$ cat config.mk
export PLATFORM = sky130hd
export DESIGN_NAME = quantized_dense_bn_neuron_core_flat
export DESIGN_NICKNAME = d
export VERILOG_FILES = /design/src/rtl/core/qdbn_pkg.sv /design/src/rtl/core/qdbn_ifs.sv /design/src/rtl/core/quantized_dense_bn_neuron_core.sv /design/src/rtl/core/qdbn_alu.sv /design/src/rtl/core/qdbn_csr.sv /design/src/flat_wrapper.sv
export SDC_FILE = /design/constraint.sdc
export NUM_CORES = 1
export LEC_CHECK = 0
export ABC_AREA = 1
export ABC_CLOCK_PERIOD_IN_PS = 19260
export BUFFER_PORTS_ARGS = -buffer_cell sky130_fd_sc_hd__buf_2
export CORE_MARGIN = 4
export CORE_UTILIZATION = 65
export DETAILED_ROUTE_END_ITERATION = 10
export HOLD_SLACK_MARGIN = 0.12
export PLACE_DENSITY = 0.83
export SYNTH_ARGS = -nofsm -noshare
export SYNTH_HDL_FRONTEND = slang
export SYNTH_HIERARCHICAL = 1
export SYNTH_SLANG_ARGS = --single-unit
$ cat constraint.sdc
create_clock -name clock -period 19.26 [get_ports clock]
set_input_delay 0 -clock clock [delete_from_list [all_inputs] [get_ports clock]]
set_output_delay 0 -clock clock [all_outputs]
set_load 0.03 [all_outputs]
$ cat src/rtl/core/qdbn_pkg.sv
// Package with the shared constants, codes and types of the quantized dense neuron core.
package qdbn_pkg;

   localparam int QDBN_ACC_WIDTH = 32;
   localparam int QDBN_SHAMT_W   = 8;
   localparam int QDBN_CSR_IDX_W = 4;
   localparam int QDBN_CSR_DAT_W = 8;

   localparam logic [3:0] QDBN_RST_INPUT_FRAC  = 4'd4;
   localparam logic [3:0] QDBN_RST_WEIGHT_FRAC = 4'd8;
   localparam logic [3:0] QDBN_RST_BIAS_FRAC   = 4'd8;
   localparam logic [3:0] QDBN_RST_OUT_FRAC    = 4'd2;
   localparam logic [3:0] QDBN_RST_SCALE_FRAC  = 4'd4;
   localparam logic [3:0] QDBN_RST_OFFSET_FRAC = 4'd5;

   typedef enum logic [QDBN_CSR_IDX_W-1:0] {
      CSR_INPUT_FRAC  = 4'd0,
      CSR_WEIGHT_FRAC = 4'd1,
      CSR_BIAS_FRAC   = 4'd2,
      CSR_OUT_FRAC    = 4'd3,
      CSR_SCALE_FRAC  = 4'd4,
      CSR_OFFSET_FRAC = 4'd5,
      CSR_RELU_ENABLE = 4'd6,
      CSR_NORM_ENABLE = 4'd7
   } csr_index_type;

   typedef struct packed {
      logic [3:0] input_frac;
      logic [3:0] weight_frac;
      logic [3:0] bias_frac;
      logic [3:0] out_frac;
      logic [3:0] scale_frac;
      logic [3:0] offset_frac;
      logic       relu_enable;
      logic       norm_enable;
   } cfg_type;

   typedef enum logic [1:0] {
      ALU_ADD   = 2'd0,
      ALU_MUL   = 2'd1,
      ALU_SHIFT = 2'd2
   } alu_op_type;

   typedef struct packed {
      alu_op_type                     op;
      logic signed [QDBN_SHAMT_W-1:0] shamt;
   } alu_ctl_type;

endpackage

$ cat src/rtl/core/qdbn_ifs.sv
// Handshake interfaces of the quantized dense neuron core.
interface qdbn_req_if;
   logic              valid;
   logic              ready;
   logic signed [7:0] activation;
   logic signed [7:0] weight_value;
   logic signed [7:0] bias_value;
   logic signed [7:0] norm_scale;
   logic signed [7:0] norm_offset;
   logic              last;

   modport source (output valid, activation, weight_value, bias_value, norm_scale,
                   norm_offset, last, input ready);
   modport sink (input valid, activation, weight_value, bias_value, norm_scale,
                 norm_offset, last, output ready);
endinterface

interface qdbn_rsp_if;
   logic              valid;
   logic              ready;
   logic signed [7:0] result_value;
   logic              overflow;

   modport source (output valid, result_value, overflow, input ready);
   modport sink (input valid, result_value, overflow, output ready);
endinterface

interface qdbn_csr_if;
   logic                                 valid;
   logic                                 ready;
   logic [qdbn_pkg::QDBN_CSR_IDX_W-1:0] index;
   logic [qdbn_pkg::QDBN_CSR_DAT_W-1:0] data;

   modport source (output valid, index, data, input ready);
   modport sink (input valid, index, data, output ready);
endinterface

$ cat src/rtl/core/quantized_dense_bn_neuron_core.sv
// Top level of the quantized dense neuron core: sequencer around one shared ALU.
// A pair without last runs acceptance, product and accumulate; the next is taken in idle.
// A last pair then runs bias shift and bias add, with batch norm on scale multiply,
// offset shift and offset add, and requantize, which registers the result for rsp_bus.
// The single ALU does one add, multiply or shift per cycle, unless the output stalls.
// Synchronous reset clears the sequencer, accumulator and output valid, and loads the CSRs.
module quantized_dense_bn_neuron_core #(
   parameter int ACC_WIDTH = qdbn_pkg::QDBN_ACC_WIDTH
) (
   input  logic       clock,
   input  logic       reset,
   qdbn_req_if.sink   req_bus,
   qdbn_rsp_if.source rsp_bus,
   qdbn_csr_if.sink   csr_bus
);
   import qdbn_pkg::*;

   typedef enum logic [8:0] {
      S_IDLE     = 9'b000000001,
      S_MUL      = 9'b000000010,
      S_MAC      = 9'b000000100,
      S_BIAS_SH  = 9'b000001000,
      S_BIAS_ADD = 9'b000010000,
      S_SCL_MUL  = 9'b000100000,
      S_OFS_SH   = 9'b001000000,
      S_OFS_ADD  = 9'b010000000,
      S_REQ      = 9'b100000000
   } state_type;

   state_type state_ff, state_in;
   cfg_type   cfg;

   logic [ACC_WIDTH-1:0] acc_ff, acc_in;
   logic [ACC_WIDTH-1:0] tmp_ff, tmp_in;
   logic signed [7:0]    act_ff, wgt_ff, bias_ff, scale_ff, offs_ff;
   logic                 last_ff;
   logic                 rsp_valid_ff, rsp_valid_in;
   logic signed [7:0]    rsp_value_ff;
   logic                 rsp_ovf_ff;

   alu_ctl_type          alu_ctl;
   logic [ACC_WIDTH-1:0] alu_a, alu_b, alu_y;

   logic signed [QDBN_SHAMT_W-1:0] fi, fw, fb, fo, fs, fof;
   logic signed [QDBN_SHAMT_W-1:0] k_bias, k_offs, k_out;
   logic                           out_free;
   logic                           req_take;

   qdbn_csr u_csr (
      .clock   (clock),
      .reset   (reset),
      .csr_bus (csr_bus),
      .cfg     (cfg)
   );

   qdbn_alu #(.ACC_WIDTH(ACC_WIDTH)) u_alu (
      .ctl (alu_ctl),
      .opa (alu_a),
      .opb (alu_b),
      .res (alu_y)
   );

   assign fi  = $signed({{(QDBN_SHAMT_W-4){1'b0}}, cfg.input_frac});
   assign fw  = $signed({{(QDBN_SHAMT_W-4){1'b0}}, cfg.weight_frac});
   assign fb  = $signed({{(QDBN_SHAMT_W-4){1'b0}}, cfg.bias_frac});
   assign fo  = $signed({{(QDBN_SHAMT_W-4){1'b0}}, cfg.out_frac});
   assign fs  = $signed({{(QDBN_SHAMT_W-4){1'b0}}, cfg.scale_frac});
   assign fof = $signed({{(QDBN_SHAMT_W-4){1'b0}}, cfg.offset_frac});

   assign k_bias = fi + fw - fb;
   assign k_offs = fi + fw + fs - fof;
   assign k_out  = cfg.norm_enable ? (fo - fi - fw - fs) : (fo - fi - fw);

   assign req_bus.ready = (state_ff == S_IDLE);
   assign req_take      = req_bus.valid && req_bus.ready;
   assign out_free      = !rsp_valid_ff || rsp_bus.ready;

   assign rsp_bus.valid        = rsp_valid_ff;
   assign rsp_bus.result_value = rsp_value_ff;
   assign rsp_bus.overflow     = rsp_ovf_ff;

   // ALU operand selection per sequencer step.
   always_comb begin
      alu_ctl.op    = ALU_ADD;
      alu_ctl.shamt = '0;
      alu_a         = acc_ff;
      alu_b         = tmp_ff;
      case (state_ff)
         S_MUL: begin
            alu_ctl.op = ALU_MUL;
            alu_a      = {{(ACC_WIDTH-8){act_ff[7]}}, act_ff};
            alu_b      = {{(ACC_WIDTH-8){wgt_ff[7]}}, wgt_ff};
         end
         S_BIAS_SH: begin
            alu_ctl.op    = ALU_SHIFT;
            alu_ctl.shamt = k_bias;
            alu_a         = {{(ACC_WIDTH-8){bias_ff[7]}}, bias_ff};
         end
         S_SCL_MUL: begin
            alu_ctl.op = ALU_MUL;
            alu_b      = {{(ACC_WIDTH-8){scale_ff[7]}}, scale_ff};
         end
         S_OFS_SH: begin
            alu_ctl.op    = ALU_SHIFT;
            alu_ctl.shamt = k_offs;
            alu_a         = {{(ACC_WIDTH-8){offs_ff[7]}}, offs_ff};
         end
         S_REQ: begin
            alu_ctl.op    = ALU_SHIFT;
            alu_ctl.shamt = k_out;
            // ReLU: a negative sum enters the requantizer as zero.
            alu_a         = (cfg.relu_enable && acc_ff[ACC_WIDTH-1]) ? '0 : acc_ff;
         end
         default: begin
            alu_ctl.op = ALU_ADD;
         end
      endcase
   end

   always_comb begin
      state_in     = state_ff;
      acc_in       = acc_ff;
      tmp_in       = tmp_ff;
      rsp_valid_in = rsp_valid_ff && !rsp_bus.ready;
      case (state_ff)
         S_IDLE: begin
            if (req_take) begin
               state_in = S_MUL;
            end
         end
         S_MUL: begin
            tmp_in   = alu_y;
            state_in = S_MAC;
         end
         S_MAC: begin
            acc_in   = alu_y;
            state_in = last_ff ? S_BIAS_SH : S_IDLE;
         end
         S_BIAS_SH: begin
            tmp_in   = alu_y;
            state_in = S_BIAS_ADD;
         end
         S_BIAS_ADD: begin
            acc_in   = alu_y;
            state_in = cfg.norm_enable ? S_SCL_MUL : S_REQ;
         end
         S_SCL_MUL: begin
            acc_in   = alu_y;
            state_in = S_OFS_SH;
         end
         S_OFS_SH: begin
            tmp_in   = alu_y;
            state_in = S_OFS_ADD;
         end
         S_OFS_ADD: begin
            acc_in   = alu_y;
            state_in = S_REQ;
         end
         S_REQ: begin
            // Wait here while the previous result is still held on the output.
            if (out_free) begin
               acc_in       = '0;
               rsp_valid_in = 1'b1;
               state_in     = S_IDLE;
            end
         end
         default: begin
            state_in = S_IDLE;
         end
      endcase
   end

   always_ff @(posedge clock) begin
      if (reset) begin
         state_ff     <= S_IDLE;
         acc_ff       <= '0;
         rsp_valid_ff <= 1'b0;
      end else begin
         state_ff     <= state_in;
         acc_ff       <= acc_in;
         rsp_valid_ff <= rsp_valid_in;
      end
   end

   always_ff @(posedge clock) begin
      tmp_ff <= tmp_in;
      if (req_take) begin
         act_ff   <= req_bus.activation;
         wgt_ff   <= req_bus.weight_value;
         bias_ff  <= req_bus.bias_value;
         scale_ff <= req_bus.norm_scale;
         offs_ff  <= req_bus.norm_offset;
         last_ff  <= req_bus.last;
      end
      if (state_ff == S_REQ && out_free) begin
         rsp_value_ff <= alu_y[7:0];
         // Out of int8 range unless every bit from bit 7 upward is the same.
         rsp_ovf_ff   <= !((&alu_y[ACC_WIDTH-1:7]) || !(|alu_y[ACC_WIDTH-1:7]));
      end
   end

`ifndef NO_ASSERTIONS
   a_take_starts_mul : assert property (@(posedge clock) disable iff (reset)
      req_take |=> (state_ff == S_MUL))
      else $error("accepted transaction did not start the product step");

   a_rsp_from_req : assert property (@(posedge clock) disable iff (reset)
      $rose(rsp_valid_ff) |-> $past(state_ff == S_REQ))
      else $error("result appeared without a requantize step");

   a_acc_cleared : assert property (@(posedge clock) disable iff (reset)
      $rose(rsp_valid_ff) |-> (acc_ff == '0))
      else $error("accumulator not cleared after a result");

   a_no_req_when_busy : assert property (@(posedge clock) disable iff (reset)
      (state_ff == S_REQ && !out_free) |=> (state_ff == S_REQ))
      else $error("requantize step left while output was stalled");
`endif

endmodule

$ cat src/rtl/core/qdbn_alu.sv
// Shared add, multiply and signed-shift unit of the neuron core.
module qdbn_alu #(
   parameter int ACC_WIDTH = qdbn_pkg::QDBN_ACC_WIDTH
) (
   input  qdbn_pkg::alu_ctl_type  ctl,
   input  logic [ACC_WIDTH-1:0]   opa,
   input  logic [ACC_WIDTH-1:0]   opb,
   output logic [ACC_WIDTH-1:0]   res
);
   import qdbn_pkg::*;

   localparam logic signed [QDBN_SHAMT_W-1:0] ACC_S   = QDBN_SHAMT_W'(ACC_WIDTH);
   localparam logic        [QDBN_SHAMT_W-1:0] MAX_RSH = QDBN_SHAMT_W'(ACC_WIDTH - 1);

   logic signed [ACC_WIDTH+7:0]    prod;
   logic        [QDBN_SHAMT_W-1:0] lsh;
   logic        [QDBN_SHAMT_W-1:0] rsh_raw;
   logic        [QDBN_SHAMT_W-1:0] rsh;
   logic        [ACC_WIDTH-1:0]    shifted;

   // The second multiplier operand is always an int8 value.
   assign prod    = $signed(opa) * $signed(opb[7:0]);
   assign lsh     = ctl.shamt;
   assign rsh_raw = -ctl.shamt;
   assign rsh     = (rsh_raw > MAX_RSH) ? MAX_RSH : rsh_raw;

   always_comb begin
      if ($signed(ctl.shamt) > 0) begin
         if ($signed(ctl.shamt) >= ACC_S) begin
            shifted = '0;
         end else begin
            shifted = opa << lsh;
         end
      end else begin
         shifted = $signed(opa) >>> rsh;
      end
   end

   always_comb begin
      case (ctl.op)
         ALU_ADD:   res = opa + opb;
         ALU_MUL:   res = prod[ACC_WIDTH-1:0];
         ALU_SHIFT: res = shifted;
         default:   res = opa;
      endcase
   end

endmodule

$ cat src/rtl/core/qdbn_csr.sv
// Configuration register file of the neuron core.
module qdbn_csr (
   input  logic                clock,
   input  logic                reset,
   qdbn_csr_if.sink            csr_bus,
   output qdbn_pkg::cfg_type   cfg
);
   import qdbn_pkg::*;

   cfg_type cfg_ff;
   cfg_type cfg_in;

   assign csr_bus.ready = 1'b1;
   assign cfg           = cfg_ff;

   always_comb begin
      cfg_in = cfg_ff;
      if (csr_bus.valid) begin
         case (csr_index_type'(csr_bus.index))
            CSR_INPUT_FRAC:  cfg_in.input_frac  = csr_bus.data[3:0];
            CSR_WEIGHT_FRAC: cfg_in.weight_frac = csr_bus.data[3:0];
            CSR_BIAS_FRAC:   cfg_in.bias_frac   = csr_bus.data[3:0];
            CSR_OUT_FRAC:    cfg_in.out_frac    = csr_bus.data[3:0];
            CSR_SCALE_FRAC:  cfg_in.scale_frac  = csr_bus.data[3:0];
            CSR_OFFSET_FRAC: cfg_in.offset_frac = csr_bus.data[3:0];
            CSR_RELU_ENABLE: cfg_in.relu_enable = csr_bus.data[0];
            CSR_NORM_ENABLE: cfg_in.norm_enable = csr_bus.data[0];
            default:         cfg_in = cfg_ff;
         endcase
      end
   end

   always_ff @(posedge clock) begin
      if (reset) begin
         cfg_ff.input_frac  <= QDBN_RST_INPUT_FRAC;
         cfg_ff.weight_frac <= QDBN_RST_WEIGHT_FRAC;
         cfg_ff.bias_frac   <= QDBN_RST_BIAS_FRAC;
         cfg_ff.out_frac    <= QDBN_RST_OUT_FRAC;
         cfg_ff.scale_frac  <= QDBN_RST_SCALE_FRAC;
         cfg_ff.offset_frac <= QDBN_RST_OFFSET_FRAC;
         cfg_ff.relu_enable <= 1'b0;
         cfg_ff.norm_enable <= 1'b0;
      end else begin
         cfg_ff <= cfg_in;
      end
   end

endmodule
$ cat src/flat_wrapper.sv
// flat-port wrapper written by rule: the top's interface ports become plain ports
module quantized_dense_bn_neuron_core_flat import qdbn_pkg::*;
#(
   parameter int ACC_WIDTH = qdbn_pkg::QDBN_ACC_WIDTH
)
  (clock, reset, req_bus_valid, req_bus_activation, req_bus_weight_value, req_bus_bias_value, req_bus_norm_scale, req_bus_norm_offset, req_bus_last, req_bus_ready, rsp_bus_valid, rsp_bus_result_value, rsp_bus_overflow, rsp_bus_ready, csr_bus_valid, csr_bus_index, csr_bus_data, csr_bus_ready);
  qdbn_req_if req_bus_i ();
  qdbn_rsp_if rsp_bus_i ();
  qdbn_csr_if csr_bus_i ();
  input  logic clock;
  input  logic reset;
  input wire logic [$bits(req_bus_i.valid)-1:0] req_bus_valid;
  input wire logic [$bits(req_bus_i.activation)-1:0] req_bus_activation;
  input wire logic [$bits(req_bus_i.weight_value)-1:0] req_bus_weight_value;
  input wire logic [$bits(req_bus_i.bias_value)-1:0] req_bus_bias_value;
  input wire logic [$bits(req_bus_i.norm_scale)-1:0] req_bus_norm_scale;
  input wire logic [$bits(req_bus_i.norm_offset)-1:0] req_bus_norm_offset;
  input wire logic [$bits(req_bus_i.last)-1:0] req_bus_last;
  output wire logic [$bits(req_bus_i.ready)-1:0] req_bus_ready;
  output wire logic [$bits(rsp_bus_i.valid)-1:0] rsp_bus_valid;
  output wire logic [$bits(rsp_bus_i.result_value)-1:0] rsp_bus_result_value;
  output wire logic [$bits(rsp_bus_i.overflow)-1:0] rsp_bus_overflow;
  input wire logic [$bits(rsp_bus_i.ready)-1:0] rsp_bus_ready;
  input wire logic [$bits(csr_bus_i.valid)-1:0] csr_bus_valid;
  input wire logic [$bits(csr_bus_i.index)-1:0] csr_bus_index;
  input wire logic [$bits(csr_bus_i.data)-1:0] csr_bus_data;
  output wire logic [$bits(csr_bus_i.ready)-1:0] csr_bus_ready;
  assign req_bus_i.valid = req_bus_valid;
  assign req_bus_i.activation = req_bus_activation;
  assign req_bus_i.weight_value = req_bus_weight_value;
  assign req_bus_i.bias_value = req_bus_bias_value;
  assign req_bus_i.norm_scale = req_bus_norm_scale;
  assign req_bus_i.norm_offset = req_bus_norm_offset;
  assign req_bus_i.last = req_bus_last;
  assign req_bus_ready = req_bus_i.ready;
  assign rsp_bus_valid = rsp_bus_i.valid;
  assign rsp_bus_result_value = rsp_bus_i.result_value;
  assign rsp_bus_overflow = rsp_bus_i.overflow;
  assign rsp_bus_i.ready = rsp_bus_ready;
  assign csr_bus_i.valid = csr_bus_valid;
  assign csr_bus_i.index = csr_bus_index;
  assign csr_bus_i.data = csr_bus_data;
  assign csr_bus_ready = csr_bus_i.ready;
  quantized_dense_bn_neuron_core #(.ACC_WIDTH(ACC_WIDTH)) u_core (.clock(clock), .reset(reset), .req_bus(req_bus_i), .rsp_bus(rsp_bus_i), .csr_bus(csr_bus_i));
endmodule
-- Word-level counts from Yosys, hierarchy flattened
Cells that the tools add are included.
- register bits after elaboration: 150
- output and inout bits: 12
- input port bits: 58
- equality and inequality tests: 20
- reduce and logical (&&, ||, !) cells: 29
- order comparisons: 3
- add/subtract/negate cells: 9
- mux-type cells: 19
- $mul: 1
- shift operators: 2
- operators with widths (kind ; number):
    $mux W32 ; 4
    $pmux W32 S2 ; 2
    $pmux W32 S4 ; 1
    $pmux W32 S3 ; 1
    $pmux W9 S9 ; 1
    $add A32 B32 Y32 ; 1
    $mul A32 B8 Y32 ; 1
    $shl A32 B8 Y32 ; 1
    $sshr A32 B8 Y32 ; 1
    $sub A8 B5 Y8 ; 4
    $mux W9 ; 3
    $reduce_and A25 Y1 ; 1
    $reduce_or A25 Y1 ; 1
    $pmux W8 S3 ; 1
    $reduce_and A2 Y1 ; 10
    $eq A4 B3 Y1 const B ; 4
    $mux W8 ; 2
    $eq A9 B1 Y1 const B ; 1
    $eq A9 B2 Y1 const B ; 1
    $eq A9 B3 Y1 const B ; 1
    $eq A9 B4 Y1 const B ; 1
    $eq A9 B5 Y1 const B ; 1
    $eq A9 B6 Y1 const B ; 1
    $eq A9 B7 Y1 const B ; 1
    other kinds (27) ; 37

-- Longest topological paths before layout
Gate-level depths: netlist (run 1).
- depth in word-level cells: 15
- depth in mapped cells: 44
- gate-level depth less buffers: 44

-- Modules after synthesis
The synthesis (run 1) kept the hierarchy.
- by module, submodules not included (module ; area each (µm²) ; instances ; cells each):
    qdbn_alu ; 13995.9 ; 1 ; 2411
    quantized_dense_bn_neuron_core ; 7101.8 ; 1 ; 852
    qdbn_csr ; 1159.9 ; 1 ; 162

-- Worst setup path before layout (run 1)
Ideal clock, no wire load.
- path kind: flip-flop to flip-flop
- start: register u_core.state_ff[0]
- end: register u_core.rsp_ovf_ff, in the netlist u_core/rsp_bus.overflow, data pin
- data arrival time: 6.181 ns
- path buffers: 4
- path slack: 12.825 ns
- data required time: 19.006 ns
- cell stages (with the launch flop): 32
- clock period less this slack: 6.435 ns
- path through: dfxtp_1 -> nor2_1 -> buf_4 -> nand2_1 -> nand2_1 -> inv_2 -> buf_2 -> nand2_1 -> nand3_1 -> clkbuf_1 -> buf_1 -> nand2_1 -> fa_1 -> fa_1 -> inv_1 -> fa_1 -> inv_1 -> fa_1 -> inv_1 -> ha_1 -> inv_1 -> nor3_1 -> nand4_1 -> nand3_1 -> a21o_1 -> a21oi_1 -> or2_2 -> nand3_1 -> nand4_1 -> nor4_1 -> nand3_1 -> o21a_1
- RTL lines (what ; RTL line ; RTL):
    start: declaration ; quantized_dense_bn_neuron_core.sv:30 ; state_type state_ff, state_in;
    start signal: assignment ; quantized_dense_bn_neuron_core.sv:179 ; state_ff <= state_in;
    end signal: assignment ; quantized_dense_bn_neuron_core.sv:198 ; rsp_ovf_ff <= !((&alu_y[ACC_WIDTH-1:7]) || !(|alu_y[ACC_WIDTH-1:7]));
    end: declaration ; quantized_dense_bn_neuron_core.sv:39 ; logic rsp_ovf_ff;

-- Worst setup path after layout (run 1)
- start: register u_core.state_ff[1]
- end: register u_core.rsp_ovf_ff, in the netlist u_core/rsp_bus.overflow, data pin
- RTL lines (what ; RTL line ; RTL):
    $eq A9 B9 Y1 (tied with other cells) ; quantized_dense_bn_neuron_core.sv:88 ; case (state_ff)
    $pmux W32 S4 * ; quantized_dense_bn_neuron_core.sv:88 ;
    net u_core.alu_a[7] ; quantized_dense_bn_neuron_core.sv:42 ; logic [ACC_WIDTH-1:0] alu_a, alu_b, alu_y;
    parallel branches: the longest is 3 deep, another holds $mul A32 B8 Y32 ; n/a ;
    $pmux W32 S3 * ; qdbn_alu.sv:40 ; case (ctl.op)
    net u_core.alu_y[24] ; quantized_dense_bn_neuron_core.sv:42 ;
    $reduce_or A25 Y1 ; quantized_dense_bn_neuron_core.sv:198 ;
    $logic_not A1 Y1 ; quantized_dense_bn_neuron_core.sv:198 ;
    $logic_or A1 B1 Y1 * ; quantized_dense_bn_neuron_core.sv:198 ;
    $logic_not A1 Y1 * ; quantized_dense_bn_neuron_core.sv:198 ;
Mark *: on every way through the listed nets, which the timed path passes.
A chain may end at the register's enable or synchronous reset.

==> results of run 1 <==
worst max-delay path: cells and delay by family, from the launching register on:
family	cells	cell delay, ns
flip-flops	1	0.41
buffers and inverters	4	0.54
AO/OA/AOI/OAI	9	2.25
adder cells (fa/ha/maj)	6	2.62
AND/OR/NAND/NOR	9	2.77
cell usage in the layout, fill, tap and decap left out, types with 6 or more instances in the layout:
cell	n
a31oi_1	14
nand2_2	10
o21ai_1	15
nor4_1	7
edfxtp_1	82
buf_4	22
dfxtp_1	68
a21boi_0	15
or2_2	18
xnor2_1	12
o21a_1	8
a21o_1	10
o211ai_1	42
o21bai_1	7
xor2_1	16
fa_1	166
ha_1	129
nor3_1	19
dlygate4sd3_1	61
o22ai_1	8
buf_2	64
a21oi_1	150
nand4_1	49
inv_6	6
nand2_1	985
nor2_1	220
inv_2	13
clkbuf_16	17
o21ai_0	186
nor2_4	10
nand3_1	353
inv_1	584
worst max path at each step:
stage / from / to / slack, ns / depth (start not counted)
2_1_floorplan: u_core/state_ff[0] / u_core/rsp_bus.overflow / 12.83 / 31
3_3_place_gp: u_core/state_ff[1] / u_core/rsp_bus.overflow / 10.92 / 29
3_5_place_dp: u_core/state_ff[1] / u_core/rsp_bus.overflow / 10.76 / 28
4_1_cts: u_core/state_ff[1] / u_core/rsp_bus.overflow / 10.75 / 28
5_1_grt: u_core/state_ff[1] / u_core/rsp_bus.overflow / 10.09 / 30
6_report: u_core/state_ff[1] / u_core/rsp_bus.overflow / 10.37 / 28
power groups by stage:
stage                     clock (uW)  combinational [uW]  sequential, uW
after floorplan                    0                 550             370
after global placement             0                 721             370
after detailed placement           0                 730             371
after CTS                        330                 743             364
after global routing             346                 848             366
final                            335                 776             365
area by class of cell:
class / count / area [sq um] / share of cell area (%)
Clock buffer: 18 / 429 / 1.82
Clock inverter: 14 / 141 / 0.599
Inverter: 605 / 2280 / 9.65
Multi-Input combinational cell: 2498 / 15300 / 64.7
Sequential cell: 150 / 3820 / 16.2
Tap cell: 448 / 561 / 2.38
Timing Repair Buffer: 147 / 1100 / 4.64
sequential cells by signal, indices dropped and copies added, names as in the netlist:
| register | flops |
|---|---|
| u_core/state_ff | 9 |
| u_core/wgt_ff | 8 |
| u_core/scale_ff | 8 |
| u_core/u_csr/cfg | 26 |
| u_core/rsp_bus.overflow | 1 |
| u_core/last_ff | 1 |
| u_core/tmp_ff | 32 |
| u_core/rsp_bus.valid | 1 |
| u_core/bias_ff | 8 |
| u_core/rsp_bus.result_value | 8 |
| u_core/offs_ff | 8 |
| u_core/acc_ff | 32 |
| u_core/act_ff | 8 |
repair_timing:
item	CTS	global route
hold buffers	61	0
buffers inserted	0	0
endpoints found under the hold margin	70	0
cell usage after synthesis (16+ instances only):
cell	instances	share of area (%)
nand3_1	353	7.9
o211ai_1	42	1.4
nand2_1	985	17
o21ai_0	186	4.2
fa_1	166	15
nand4_1	49	1.4
buf_2	42	0.94
dfxtp_1	68	6.1
or2_2	18	0.51
xor2_1	16	0.63
inv_1	584	9.8
nor2_1	222	3.7
clkbuf_1	86	1.5
nor3_1	19	0.43
ha_1	129	7.3
edfxtp_1	82	11
a21oi_1	150	3.4
buf_4	18	0.61
layer usage:
metal | up-vias | share of wire (%) | GRT usage, %
li1 | 10800 | - | -
met1 | 10800 | 38 | 51.7
met2 | 1538 | 44 | 63.2
met3 | 325 | 12 | 9.43
met4 | 0 | 6.2 | 21.3
met5 | - | 0 | 0
metrics by stage:
| stage | utilization (%) | total power (uW) | area, sq um |
|---|---|---|---|
| 2_1_floorplan | - | 920 | 22300 |
| 4_1_cts | 70.2 | 1440 | 23600 |
| 5_1_grt | 70.2 | 1560 | 23600 |
| 3_3_place_gp | 66.7 | 1090 | 22400 |
| 3_5_place_dp | 66.7 | 1100 | 22400 |
| 6_report | 70.2 | 1480 | 23600 |
cells by family after synthesis:
kind of cell,Yosys count,synth area share [%]
xor gates and xnor gates,28,1.10
adders and majority gates,295,22.2
and+or+nand+nor,1700,33.1
muxes,5,0.225
other,1,0.0168
DFF,150,17.2
AOI/OAI and AO/OA,469,11.9
buffers and inverters,777,14.3
==> flow_summary.ini, run 1 <==
[run_status]
status = finished, final reports clean

[pwr]
pwr-share-clk_pct = 22.7
leakage_uw = 0.0127
powerDensity_nw_per_um2 = 62.6
switching_share_pct = 48.2
seq_power_share_pct = 24.7
internal_power_uw = 766
comb_power_share_pct = 52.6
p_switching_uw = 711
ir_drop_mv = 0.105

[floorplan]
start_util_pct = 66.2
die_w_microns = 193
fp-row-count = 67
core-area_sq_um = 33600
die_h_microns = 193
die_area_sq_um = 37300
io_pins = 70

[clock_tree]
cts_buffers = 17
cts_resized = 0
htreeDepth = 4
insertion_delay_ns = 0.43
clock_sinks = 150
clockBufferDepth = 2
cts.clk_slew.worst_paths_ns = 0.07
cts_tree = built
cts-root-buf = clkbuf_16

[synthesis]
syn_area_sq_um = 22300
synth-seq-cells = 150
syn_avg_cell_area_sq_um = 6.50
ys_types = 58
async_flop_share_pct = 0
synth_warnings = 6
synthCells = 3425
ys_seq_area_share_pct = 17.2
synth_edf_count = 82
synth_ff_type = edfxtp_1
synthesis.nets = 3778

[placement]
place_ws_ns = 10.76
place_congestion = 0.989
portBuffers = 64
dp.cells = 3787
dp_hpwl_mm = 52.9

[setup_path]
critical_path_class = reg2reg
start_kind = flip-flop
required_ns = 19.43
slowest_stage = o22ai_4
slowest_delay_ns = 0.83
cp_common_cell = fa_1
worstReg2RegEnd = u_core/rsp_bus.overflow
endpoint_kind = flip-flop
r2r_slack_ns = 10.37
r2r_start = u_core/state_ff[1]
reg2reg_depth = 28
crit_fanout = 25
crit_arrival_ns = 9.06

[timing]
period_share_pct = 46.2
period_needed_ns = 8.89
setup_viol = 0
fin_ws_ns = 10.37
slew_headroom_pct = 23.2
hold_slack_ns = 0.196
rsz0062_at_grt = no
fin_skew_ns = 0.0167
tns_ns = 0
worstMarginPinSlew_ns = 1.15
max_freq_ghz = 0.112
slew_violations = 0
hold_viol_final = 0

[routing]
vias_per_cell = 6.05
ant_nets = 0
firstDrtPassIters = 7
route.detailed.drc = 0
wl_mm = 75.4
num_vias = 23500
wl_per_cell_microns = 19.4
drt_iter0_drc = 2939

[cells_and_area]
area_delta_synth_final_pct = 6.04
fillers = 2783
num-nets-final = 3772
drive_gt1_share_pct = 5.86
antennaDiodeCount = 0
instances_no_fill = 3880

[run]
cap_violations = 0

[hold_path]
hold_depth = 5
hold_class = in2reg
hold_end = u_core/state_ff[2]
hp-start = req_bus_valid

[global_routing]
grt_pass1_wl_mm = 119
grt_pass1_vias = 22600
track_usage_pct = 40.2
grt_max_degree = 61
overflow = 0
antenna_found_initial = 0
Note: power is estimated with default switching activity, not from simulation.
==> run 2: changes to the inputs <==
Settings changed: ABC_CLOCK_PERIOD_IN_PS 19260 to 7300, CORE_UTILIZATION 65 to 59, PLACE_DENSITY 0.83 to 0.79.
Clock period 19.26 ns to 7.3 ns, I/O delays scaled along.
==> run 2 against run 1 <==
Against the previous run: via count grew 2.2%; critical path type unchanged; cell count is 5.2% higher; total power grew to 2.7 times the previous value; combinational power grew to 2.7 times the previous value; critical endpoint unchanged.
==> flow_summary.ini, run 2 (synthesis gave the netlist of run 1 again) <==
[timing]
fin_ws_ns = 0.218
slew_violations = 0
hold_viol_final = 0
hold_slack_ns = 0.188
period_needed_ns = 7.08
slew_headroom_pct = 20.3
tns_ns = 0
period_share_pct = 97.0
worstMarginPinSlew_ns = 1.19
max_freq_ghz = 0.141
setup_viol = 0
fin_skew_ns = 0.0148

[clock_tree]
cts-root-buf = clkbuf_16
clockBufferDepth = 2
cts.clk_slew.worst_paths_ns = 0.07
clock_sinks = 150
htreeDepth = 4
cts_buffers = 17
cts_tree = built
insertion_delay_ns = 0.43

[placement]
place_congestion = 1.04
place_ws_ns = 0.263
portBuffers = 64
dp.cells = 3976
dp_hpwl_mm = 59.1

[routing]
route.detailed.drc = 0
firstDrtPassIters = 6
vias_per_cell = 5.88
wl_per_cell_microns = 20.0
num_vias = 24000
ant_nets = 0
wl_mm = 81.5
drt_iter0_drc = 2810

[floorplan]
die_h_microns = 202
die_area_sq_um = 40900
fp-row-count = 70
die_w_microns = 202
io_pins = 70
core-area_sq_um = 36900
start_util_pct = 60.4

[setup_path]
crit_fanout = 10
slowest_delay_ns = 0.55
required_ns = 7.48
cp_common_cell = inv_1
slowest_stage = fa_1
r2r_slack_ns = 0.22
start_kind = flip-flop
crit_arrival_ns = 7.26
critical_path_class = reg2reg
endpoint_kind = flip-flop

[pwr]
leakage_uw = 0.0135
ir_drop_mv = 0.212
fin_total_pwr_uw = 3980
powerDensity_nw_per_um2 = 158

[cells_and_area]
layout_common_cells = nand2_1 (974), inv_1 (584), nand3_1 (353)
layout_commonest_cell = nand2_1
area_delta_synth_final_pct = 12.9
num-nets-final = 3917
drive_gt1_share_pct = 10.4
instances_no_fill = 4083

[run_status]
status = finished, final reports clean

[global_routing]
track_usage_pct = 38.7
grt_pass1_vias = 22600
grt_pass1_wl_mm = 126
antenna_found_initial = 3
grt_max_degree = 53
overflow = 0

[hold_path]
hold_class = in2reg

[run]
cap_violations = 0
==> run 2: metal layers <==
metal,share of wire [%],GRT usage (%),up-vias
li1,-,-,11100
met1,39,51.7,11100
met2,45,61.6,1563
met3,12,8.18,241
met4,4.8,15.5,0
met5,0,0,-
==> run 2: critical path, delay by kind of cell (launching register included) <==
family          cells  cell delay [ns]
fa+ha+maj           5             2.45
xor+xnor            1             0.32
compound gates      5             0.88
buf+inv             9             0.89
simple gates       12             1.90
flops               1             0.38
==> run 2: repair_timing <==
item                       4_1_cts  5_1_grt
hold buffers                    63        0
setup endpoints to repair        0       10
buffers inserted                 0        7
hold endpoints to repair        70        0
resized for setup                0       45
==> run 2: layout make-up <==
| type | count | area (sq um) |
|---|---|---|
| Inverter | 605 | 2290 |
| Timing Repair Buffer | 289 | 2360 |
| Fill cell | 3055 | 11800 |
| Tap cell | 504 | 631 |
| Clock buffer | 18 | 439 |
| Clock inverter | 14 | 133 |
| Antenna cell | 2 | 5.00 |
| Multi-Input combinational cell | 2501 | 15400 |
| Sequential cell | 150 | 3820 |
==> run 2: report_power, final <==
part / switching [uW] / total (uW) / internal, uW
Clock: 402 / 890 / 488
Sequential: 20.5 / 965 / 944
Combinational: 1440 / 2120 / 679
==> run 2: final timing paths <==
check / from / cells after the start / to
worst min-delay path: reset / 2 / u_core/acc_ff[29]
worst min register to register: u_core/acc_ff[22] / 2 / u_core/acc_ff[22]
worst max-delay path: u_core/state_ff[2] / 32 / u_core/rsp_bus.overflow
worst max register to register: u_core/state_ff[2] / 32 / u_core/rsp_bus.overflow
==> run 2: per-stage QoR <==
stage | area, sq um | util (%)
after floorplan | 22300 | -
after global placement | 23700 | 64.2
after detailed placement | 23700 | 64.2
after CTS | 24900 | 67.5
after global routing | 25100 | 68.1
final | 25100 | 68.1
